[src/hdl/idl_pkg.sv]
// Package for the indexed deque list: sizes, codes, controller/datapath interface types.
package idl_pkg;

  localparam int Capacity = 256;
  localparam int SlotW    = $clog2(Capacity);
  localparam int CntW     = $clog2(Capacity + 1);
  localparam int OpW      = 4;
  localparam int PosW     = 8;
  localparam int ValW     = 32;
  localparam int StatW    = 2;
  localparam int OutCntW  = 9;
  // wide enough to compare a position against the count without loss
  localparam int CmpW     = ((CntW > PosW) ? CntW : PosW) + 1;

  typedef enum logic [OpW-1:0] {
    OP_PUSH_BACK  = 4'd0,
    OP_PUSH_FRONT = 4'd1,
    OP_POP_BACK   = 4'd2,
    OP_POP_FRONT  = 4'd3,
    OP_INSERT     = 4'd4,
    OP_READ       = 4'd5,
    OP_WRITE      = 4'd6,
    OP_REMOVE     = 4'd7,
    OP_CLEAR      = 4'd8
  } op_e;

  typedef enum logic [StatW-1:0] {
    STAT_OK    = 2'd0,
    STAT_RANGE = 2'd1,
    STAT_FULL  = 2'd2,
    STAT_EMPTY = 2'd3
  } status_e;

  typedef enum logic [2:0] {
    S_IDLE,
    S_DECODE,
    S_SHIFT,
    S_RDWAIT,
    S_DONE
  } fsm_state_e;

  typedef struct packed {
    logic load_req;
    logic decode;
    logic shift;
    logic capture_rd;
    logic load_out;
  } dp_cmd_t;

  typedef struct packed {
    logic shift_needed;
    logic read_needed;
    logic shift_done;
  } dp_stat_t;

  // circular slot addition, both operands below Capacity
  function automatic logic [SlotW-1:0] slot_add(logic [SlotW-1:0] a, logic [SlotW-1:0] b);
    logic [SlotW:0] sum;
    sum = {1'b0, a} + {1'b0, b};
    if (sum >= (SlotW+1)'(Capacity)) begin
      sum = sum - (SlotW+1)'(Capacity);
    end
    return sum[SlotW-1:0];
  endfunction

endpackage

[src/hdl/idl_ctrl.sv]
// Controller: request sequencing state machine and output valid register.
module idl_ctrl import idl_pkg::*; (
  input  logic     clk_i,
  input  logic     rst_ni,
  input  logic     s_tvalid_i,
  output logic     s_tready_o,
  output logic     m_tvalid_o,
  input  logic     m_tready_i,
  output dp_cmd_t  cmd_o,
  input  dp_stat_t stat_i
);

  fsm_state_e state_q, state_d;
  logic       out_valid_q, out_valid_d;

  always_comb begin
    state_d = state_q;
    unique case (state_q)
      S_IDLE: begin
        if (s_tvalid_i) begin
          state_d = S_DECODE;
        end
      end
      S_DECODE: begin
        priority if (stat_i.shift_needed) begin
          state_d = S_SHIFT;
        end else if (stat_i.read_needed) begin
          state_d = S_RDWAIT;
        end else begin
          state_d = S_DONE;
        end
      end
      S_SHIFT: begin
        if (stat_i.shift_done) begin
          state_d = S_DONE;
        end
      end
      S_RDWAIT: begin
        state_d = S_DONE;
      end
      S_DONE: begin
        if (!out_valid_q || m_tready_i) begin
          state_d = S_IDLE;
        end
      end
      default: begin
        state_d = S_IDLE;
      end
    endcase
  end

  always_comb begin
    s_tready_o          = state_q == S_IDLE;
    cmd_o.load_req      = (state_q == S_IDLE) && s_tvalid_i;
    cmd_o.decode        = state_q == S_DECODE;
    cmd_o.shift         = state_q == S_SHIFT;
    cmd_o.capture_rd    = state_q == S_RDWAIT;
    // result register is free, or its transfer completes this cycle
    cmd_o.load_out      = (state_q == S_DONE) && (!out_valid_q || m_tready_i);
    out_valid_d         = out_valid_q && !m_tready_i;
    if (cmd_o.load_out) begin
      out_valid_d = 1'b1;
    end
  end

  assign m_tvalid_o = out_valid_q;

  always_ff @(posedge clk_i or negedge rst_ni) begin
    if (!rst_ni) begin
      state_q     <= S_IDLE;
      out_valid_q <= 1'b0;
    end else begin
      state_q     <= state_d;
      out_valid_q <= out_valid_d;
    end
  end

  a_done_holds: assert property (@(posedge clk_i) disable iff (!rst_ni)
    (state_q == S_DONE && out_valid_q && !m_tready_i) |=> state_q == S_DONE)
    else $error("result overwrote an untaken result");

endmodule

[config.mk]
export PLATFORM = sky130hd
export DESIGN_NAME = idl_ctrl
export DESIGN_NICKNAME = d
export VERILOG_FILES = /design/src/hdl/idl_pkg.sv /design/src/hdl/idl_ctrl.sv
export SDC_FILE = /design/constraint.sdc
export NUM_CORES = 1
export LEC_CHECK = 0
export BUFFER_PORTS_ARGS = -buffer_cell sky130_fd_sc_hd__buf_2
export CORE_AREA = 2 2 39 41
export CTS_CLUSTER_DIAMETER = 30
export DETAILED_ROUTE_END_ITERATION = 7
export DIE_AREA = 0 0 41 43
export GPL_ROUTABILITY_DRIVEN = 0
export GPL_TIMING_DRIVEN = 0
export PLACE_DENSITY = 0.52
export SYNTH_ARGS = -nofsm -noshare
export SYNTH_HDL_FRONTEND = slang
export SYNTH_SLANG_ARGS = --single-unit
[constraint.sdc]
create_clock -name clk_i -period 2.5 [get_ports clk_i]
set_input_delay 0.25 -clock clk_i [delete_from_list [all_inputs] [get_ports clk_i]]
set_output_delay 0.25 -clock clk_i [all_outputs]
set_load 0.05 [all_outputs]
==> impl_metrics.yaml, run 1 <==
clocking:
  cts_tree: "built"
  cts_buffers: 3
  clock_path_buffers: 2
  ctsResizeCount: 0
  ctsHtreeMaxLevel: 1
  clkTransAtPathRegs_ns: 0.04
  cts-root-buf: "clkbuf_4"
  clk_latency_ns: 0.23
  clock_sinks: 4
setup_path:
  crit_chain: "buf_6, inv_4, or3_4, inv_1, buf_2"
  reg2regPathDepth: 4
  cp.required_ns: 2.25
  cp_max_fo: 8
  end_kind: "primary output"
  r2r_slack_ns: 1.41
  timing.rr.end: "state_q[1]$_DFFE_PN0P_"
  path_class: "reg -> out"
  crit_path_max_incr_delay_ns: 0.36
  r2r_start: "state_q[0]$_DFFE_PN0P_"
  crit_family: "buffers and inverters"
  startpoint_type: "flop"
  crit_start: "state_q[0]$_DFFE_PN0P_"
  critPathCapture: "cmd_o[3]"
  slowest_stage: "or3_4"
  cp.buffers_inverters: 4
  arrival_ns: 1.40
  cp.depth: 5
global_route:
  first_global_vias: 225
  grt.met1_usage: 0.09477
  overflow: 0
  track_usage: 0.08678
  grt.busiest_layer: "met4"
  grt_max_degree: 9
  grt_antenna_before_repair: 0
  use_met3: 0.03141
  grt_pass1_wl_um: 917
  gr-usage-met2: 0.1031
power:
  ir_drop_mv: 0.4722
  p_leak_nw: 0.1957
  power_per_cell_area_nw_per_um2: 1521
route:
  via_count: 243
  drc: 0
  finalWirelength_um: 530
  post_drt_wl_per_cell_um: 8.983
  viasPerCell: 4.119
  ant_nets: 0
  drt-initial-drc-count: 2
  first_pass_iters: 2
placed_design:
  dpl_cell_area_um2: 324.1
  dp_hpwl_um: 409.6
  dp.cells: 55
  port_buffers: 13
yosys:
  yosysTopAreaCellShare: 0.4188
  synth_nets: 33
  synth-edff-count: 0
  synthesis.area_um2: 239.0
  yosys_warnings: 0
  synth.distinct_cells: 16
  synth_area_leader_cell: "dfrtp_1"
  seq_area_frac_synth: 0.4188
  synthFlopType: "dfrtp_1"
  syn_area_per_cell_um2: 9.192
  ys_seq_elements: 4
  yosys-top-cells-area: "dfrtp_1 (42%), o32ai_2 (6.8%), nor2_1 (6.3%)"
  synthArstFlopShare: 1.000
  syn_inst: 26
  synthTopCellsByCount: "dfrtp_1 (4), nor2_1 (4)"
sta:
  slew_violations: 0
  layout_min_cycle_time_ns: 1.649
  fin_skew_ns: 0.0004999
  hold_viol_final: 0
  max-slew-margin-rel: 0.8335
  tightest_slew_ns: 0.2515
  rsz0062_at_grt: "no"
  setup_viol: 0
  fmax_mhz: 606.6
  finalCritPeriodShare: 0.6594
  tns_ns: 0
cells_and_area:
  final_cells: 59
  diodes: 0
  final_layout_size_suffix_gt1_frac: 0.4651
  fill_cells: 158
  layout.nets: 52
  fin_area_um2: 356.6
  area_growth_pct: 49.21
floorplan:
  die_h_um: 43
  io_pins: 14
  fp.dieW_um: 41
  start_util: 0.1727
  placementRows: 14
  die_area_um2: 1763
  core_area_um2: 1384
status:
  outcome: "complete, no violations"
job:
  cap_violations: 0
hold_path:
  hp-class: "in -> reg"
cells in the final DEF, fill, tap and decap left out, drive strengths merged:
| cell type | count |
|---|---|
| a21oi | 2 |
| and2 | 1 |
| and3 | 1 |
| and3b | 1 |
| buf | 14 |
| clkbuf | 3 |
| dfrtp | 4 |
| dlygate4sd3 | 1 |
| inv | 2 |
| nand2 | 2 |
| nand2b | 2 |
| nor2 | 4 |
| nor3 | 2 |
| o21a | 1 |
| o22ai | 1 |
| o32ai | 1 |
| or3 | 1 |
cells by family (layout without fill, tap and decap cells):
| logic type | after synthesis | count (layout) | share of synthesized area |
|---|---|---|---|
| AO/OA/AOI/OAI | 5 | 5 | 0.1676 |
| AND/OR/NAND/NOR | 14 | 14 | 0.3246 |
| buffers and inverters | 3 | 20 | 0.08900 |
| flip-flops | 4 | 4 | 0.4189 |
metrics by stage:
step | hold slack (ns) | power, mW | utilization | worst slack (ns)
global placement | 0.05611 | 0.4634 | 0.2342 | 1.094
floorplan | -0.04559 | 0.3941 | - | 0.08065
detailed placement | 0.05429 | 0.4649 | 0.2342 | 1.092
finish | 0.2436 | 0.5424 | 0.2577 | 0.8514
CTS | 0.2459 | 0.5475 | 0.2577 | 0.8413
global route | 0.2480 | 0.5867 | 0.2577 | 0.7865
layer usage:
metal | share of wire | up-vias
met2 | 0.46 | 10
met4 | 0.068 | 0
li1 | - | 124
met1 | 0.42 | 105
met3 | 0.047 | 4
met5 | 0 | -
repair_timing:
item	4_1_cts	5_1_grt
buffers inserted	0	0
hold buffers	1	0
hold endpoints to repair	4	0
state kept, by name (all words and copies together) (netlist names):
| register | flops |
|---|---|
| m_tvalid_o | 1 |
| state_q | 3 |
power by group:
part	total [mW]	internal, mW	switching (mW)
clock network	0.0811	0.0538	0.0273
logic	0.344	0.100	0.244
registers	0.117	0.0901	0.0273
worst min-delay path by stage:
stage | from | endpoint | slack [ns] | cells after the start
floorplan | rst_ni | m_tvalid_o$_DFF_PN0_ | -0.05 | 0
global placement | rst_ni | m_tvalid_o$_DFF_PN0_ | 0.06 | 1
detailed placement | rst_ni | m_tvalid_o$_DFF_PN0_ | 0.05 | 1
CTS | stat_i[0] | state_q[1]$_DFFE_PN0P_ | 0.25 | 2
global route | stat_i[0] | state_q[1]$_DFFE_PN0P_ | 0.25 | 2
finish | stat_i[0] | state_q[1]$_DFFE_PN0P_ | 0.24 | 2
final cells by class:
class	instances	area, µm²	share of cell area
tap	16	20.02	0.05614
sequential	4	100.1	0.2807
multi-input combinational	19	117.6	0.3298
timing repair buffer	14	75.07	0.2105
inverter	2	10.01	0.02807
clock buffer	3	22.52	0.06316
buffer	1	11.26	0.03158
Note: power is estimated with default switching activity, not from simulation.
==> run 2: changes to the inputs <==
--- a/config.mk
+++ b/config.mk
@@ -12,7 +12,7 @@
 export DIE_AREA = 0 0 41 43
 export GPL_ROUTABILITY_DRIVEN = 0
 export GPL_TIMING_DRIVEN = 0
-export PLACE_DENSITY = 0.52
+export PLACE_DENSITY = 0.53
 export SYNTH_ARGS = -nofsm -noshare
 export SYNTH_HDL_FRONTEND = slang
 export SYNTH_SLANG_ARGS = --single-unit
==> constraint.sdc (replaced) <==
create_clock -name clk_i -period 1.5 [get_ports clk_i]
set_input_delay 0.15 -clock clk_i [delete_from_list [all_inputs] [get_ports clk_i]]
set_output_delay 0.15 -clock clk_i [all_outputs]
set_load 0.05 [all_outputs]
==> impl_metrics.yaml, run 2 (synthesis gave the netlist of run 1 again) <==
cells_and_area:
  area_growth_pct: 60.73
  final_layout_size_suffix_gt1_frac: 0.5349
  layout.nets: 52
  top_register: "state_q"
  mostFrequentLayoutCell: "buf_2"
  diodes: 0
  fill_cells: 148
  final_cell_mix: "buf_2 (10), clkbuf_4 (5), nor2_1 (4), dfrtp_1 (4)"
  largest_reg_flops: 3
  finalCoreUtilization: 0.2776
  final_cells: 59
  fin_area_um2: 384.1
sta:
  finalCritPeriodShare: 0.9778
  fin_skew_ns: 0.003055
  max-slew-margin-rel: 0.8182
  slew_violations: 0
  fmax_mhz: 681.8
  hold_viol_final: 0
  setup_viol: 0
  rsz0062_at_grt: "yes"
  layout_min_cycle_time_ns: 1.467
  tightest_slew_ns: 0.2728
route:
  via_count: 240
  finalWirelength_um: 598
  post_drt_wl_per_cell_um: 10.14
  first_pass_iters: 5
  viasPerCell: 4.068
  drc: 0
  ant_nets: 0
  drt-initial-drc-count: 4
setup_path:
  startpoint_type: "flop"
  cp_max_fo: 6
  end_kind: "primary output"
  path_class: "reg -> out"
  cp.required_ns: 1.35
  crit_chain: "or3_4, inv_2, buf_8"
  crit_path_max_incr_delay_ns: 0.45
  crit_family: "flip-flops"
  arrival_ns: 1.32
  cp.buffers_inverters: 2
  slowest_stage: "dfrtp_1"
  crit_start: "state_q[1]$_DFFE_PN0P_"
  r2r_start: "state_q[1]$_DFFE_PN0P_"
clocking:
  ctsHtreeMaxLevel: 1
  clk_latency_ns: 0.23
  cts-root-buf: "clkbuf_4"
  clkTransAtPathRegs_ns: 0.04
  clock_path_buffers: 2
  clock_sinks: 4
  cts_tree: "built"
  cts_buffers: 3
global_route:
  grt.busiest_layer: "met4"
  use_met3: 0.03141
  grt_antenna_before_repair: 0
  grt.met1_usage: 0.1036
  grt_max_degree: 9
  track_usage: 0.09457
  overflow: 0
  grt_pass1_wl_um: 986
  first_global_vias: 249
  gr-usage-met2: 0.1188
power:
  total_power_mw: 0.9840
  power_per_cell_area_nw_per_um2: 2562
  pwr-share-seq: 0.212
  combPwrFrac: 0.653
  switching_share: 0.5331
  internal_power_mw: 0.4594
  switchingPower_mw: 0.5246
  ir_drop_mv: 0.7814
  p_leak_nw: 0.1994
  clock_power_share: 0.135
hold_path:
  hold_start: "stat_i[0]"
  hp-class: "in -> reg"
floorplan:
  core_area_um2: 1384
  io_pins: 14
  die_area_um2: 1763
  placementRows: 14
  die_h_um: 43
  fp.dieW_um: 41
  start_util: 0.1727
placed_design:
  dp.cells: 55
  port_buffers: 13
  dp_hpwl_um: 428.6
  dpl_cell_area_um2: 336.6
job:
  cap_violations: 0
status:
  outcome: "complete, no violations"
run 2: changes by cell type in the layout (fill, tap and decap cells not counted):
| cell | before | now |
|---|---|---|
| clkbuf_4 | 3 | 5 |
| inv_2 | 0 | 1 |
| inv_1 | 1 | 0 |
| buf_2 | 13 | 10 |
| nor3_1 | 2 | 1 |
| and2_1 | 1 | 0 |
| buf_8 | 0 | 1 |
| and2_2 | 0 | 1 |
| nor3_4 | 0 | 1 |
run 2: final cells by class:
| type | count | area, µm² | area share |
|---|---|---|---|
| buffer | 1 | 11.26 | 0.02932 |
| clock buffer | 3 | 22.52 | 0.05863 |
| inverter | 2 | 10.01 | 0.02606 |
| multi-input combinational | 19 | 130.1 | 0.3388 |
| sequential | 4 | 100.1 | 0.2606 |
| tap | 16 | 20.02 | 0.05212 |
| timing repair buffer | 14 | 90.09 | 0.2345 |
run 2: final timing paths:
kind / endpoint / slack, ns / cells after the start
worst min-delay path: state_q[1]$_DFFE_PN0P_ / 0.15 / 2
worst min register to register: m_tvalid_o$_DFF_PN0_ / 0.52 / 2
max in group asynchronous: state_q[0]$_DFFE_PN0P_ / 1.12 / 2
worst max-delay path: cmd_o[3] / 0.03 / 3
worst max register to register: state_q[1]$_DFFE_PN0P_ / 0.40 / 2
min in group asynchronous: m_tvalid_o$_DFF_PN0_ / 0.26 / 2
run 2: timing repair:
action,in CTS,in global routing
pin swaps,0,0
setup buffers,0,0
hold endpoints to repair,4,0
hold buffers,1,0
resized for setup,2,4
endpoints found under the setup margin,1,3
run 2: power groups by stage:
stage                     clock network [mW]  registers [mW]  logic [mW]
after floorplan                            0           0.226       0.467
after global placement                     0           0.208       0.597
after detailed placement                   0           0.210       0.598
after CTS                              0.137           0.209       0.622
after global routing                   0.147           0.216       0.682
final                                  0.133           0.209       0.643
run 2: per-layer routing:
layer	wire, µm	vias to the layer above	share of wire
met1	254	111	0.42
met5	0	-	0
met2	328	5	0.55
met4	0	0	0
li1	-	124	-
met3	15	0	0.025
run 2: through the flow:
stage               setup TNS (ns)  hold slack (ns)  setup WS [ns]
floorplan                        0          -0.1456        0.01433
global placement                 0         -0.04493         0.1810
detailed placement               0         -0.04341         0.1826
CTS                              0           0.1408       0.004269
global route              -0.01953           0.1437       -0.01953
finish                           0           0.1493        0.03329
==> run 3: changes to the inputs <==
--- a/config.mk
+++ b/config.mk
@@ -12,7 +12,8 @@
 export DIE_AREA = 0 0 41 43
 export GPL_ROUTABILITY_DRIVEN = 0
 export GPL_TIMING_DRIVEN = 0
-export PLACE_DENSITY = 0.53
+export PLACE_DENSITY = 0.52
 export SYNTH_ARGS = -nofsm -noshare
 export SYNTH_HDL_FRONTEND = slang
 export SYNTH_SLANG_ARGS = --single-unit
+export TNS_END_PERCENT = 30
==> constraint.sdc (replaced) <==
create_clock -name clk_i -period 1.6 [get_ports clk_i]
set_input_delay 0.16 -clock clk_i [delete_from_list [all_inputs] [get_ports clk_i]]
set_output_delay 0.16 -clock clk_i [all_outputs]
set_load 0.05 [all_outputs]
==> impl_metrics.yaml, run 3 (synthesis gave the netlist of run 1 again) <==
status:
  outcome: "complete, no violations"
setup_path:
  startpoint_type: "flop"
  end_kind: "primary output"
  path_class: "reg -> out"
  timing.rr.end: "state_q[1]$_DFFE_PN0P_"
  reg2regPathDepth: 2
  r2r_slack_ns: 0.49
  cp_max_fo: 6
  arrival_ns: 1.36
  cp.required_ns: 1.44
  r2r_start: "state_q[1]$_DFFE_PN0P_"
sta:
  fin_skew_ns: 0.001194
  holdWs_ns: 0.1615
  setup_viol: 0
  rsz0062_at_grt: "no"
  hold_viol_final: 0
  finalCritPeriodShare: 0.9498
  tns_ns: 0
  fmax_mhz: 658.1
  setup_slack_ns: 0.08040
  slew_violations: 0
  tightest_slew_ns: 0.2686
  max-slew-margin-rel: 0.8209
  layout_min_cycle_time_ns: 1.520
cells_and_area:
  layout.nets: 52
  final_layout_size_suffix_gt1_frac: 0.5116
  diodes: 0
  top_register: "state_q"
  final_cell_mix: "buf_2 (12), nor2_1 (4), dfrtp_1 (4)"
  fill_cells: 153
  area_growth_pct: 55.50
  finalCoreUtilization: 0.2685
  final_cells: 59
  largest_reg_flops: 3
  mostFrequentLayoutCell: "buf_2"
  fin_area_um2: 371.6
placed_design:
  port_buffers: 13
  dpl_cell_area_um2: 336.6
  dp.cells: 55
  dp_hpwl_um: 422.7
  dp_slack_ns: 0.2618
hold_path:
  min_to: "state_q[1]$_DFFE_PN0P_"
  hold_path_depth: 2
  hold_start: "stat_i[0]"
  hp-class: "in -> reg"
floorplan:
  fp.dieW_um: 41
  io_pins: 14
  die_h_um: 43
  core_area_um2: 1384
  start_util: 0.1727
  die_area_um2: 1763
  placementRows: 14
clocking:
  clk_latency_ns: 0.23
  cts_setup_buffers: 0
  clock_path_buffers: 2
  cts-root-buf: "clkbuf_4"
  cts_buffers: 3
  clkTransAtPathRegs_ns: 0.04
  ctsHtreeMaxLevel: 1
  clock_sinks: 4
  cts_tree: "built"
power:
  pwr-share-seq: 0.222
  ir_drop_mv: 0.6311
  combPwrFrac: 0.640
  switchingPower_mw: 0.4806
  internal_power_mw: 0.4039
  p_leak_nw: 0.1998
  total_power_mw: 0.8846
  switching_share: 0.5434
  clock_power_share: 0.138
  power_per_cell_area_nw_per_um2: 2380
global_route:
  grt_max_degree: 9
  grt_pass1_wl_um: 966
  overflow: 0
  first_global_vias: 232
  grt_antenna_before_repair: 0
  track_usage: 0.09164
route:
  first_pass_iters: 4
  drt-initial-drc-count: 5
  post_drt_wl_per_cell_um: 9.627
  finalWirelength_um: 568
  drc: 0
  via_count: 241
  ant_nets: 0
  viasPerCell: 4.085
job:
  cap_violations: 0
==> run 3: worst max-delay path by stage <==
stage               cells past startpoint              startpoint  endpoint
floorplan                               3  state_q[0]$_DFFE_PN0P_  cmd_o[4]
global placement                        5  state_q[0]$_DFFE_PN0P_  cmd_o[3]
detailed placement                      5  state_q[0]$_DFFE_PN0P_  cmd_o[3]
CTS                                     5  state_q[0]$_DFFE_PN0P_  cmd_o[3]
global route                            5  state_q[0]$_DFFE_PN0P_  cmd_o[3]
finish                                  3  state_q[1]$_DFFE_PN0P_  cmd_o[3]
==> run 3: repair_timing <==
item	CTS	global route
endpoints found under the setup margin	0	1
gates resized for setup	0	2
endpoints found under the hold margin	4	0
hold buffers	1	0
==> run 3: power groups by stage <==
stage / logic [mW] / clock network, mW / registers [mW]
after floorplan: 0.438 / 0 / 0.211
after global placement: 0.560 / 0 / 0.195
after detailed placement: 0.561 / 0 / 0.197
after CTS: 0.563 / 0.129 / 0.196
after global routing: 0.609 / 0.144 / 0.204
final: 0.566 / 0.122 / 0.196
==> run 3: layer usage <==
| layer | vias up | GRT usage | wire (µm) |
|---|---|---|---|
| li1 | 127 | - | - |
| met1 | 107 | 0.1266 | 252 |
| met2 | 7 | 0.09688 | 296 |
| met3 | 0 | 0.01571 | 19 |
| met4 | 0 | 0.1200 | 0 |
| met5 | - | 0 | 0 |
==> run 3: critical path, cell delays in order, from the launching register on <==
cell and delay [ns]:
dfrtp_1 0.46, or3_4 0.42, inv_1 0.06, buf_4 0.19
==> run 3: area by class of cell <==
class                      count  area, µm²  share of cell area
buffer                         1      11.26             0.03030
multi-input combinational     19      130.1              0.3502
sequential                     4      100.1              0.2694
clock buffer                   3      22.52             0.06061
inverter                       2      10.01             0.02694
tap                           16      20.02             0.05387
timing repair buffer          14      77.57              0.2088
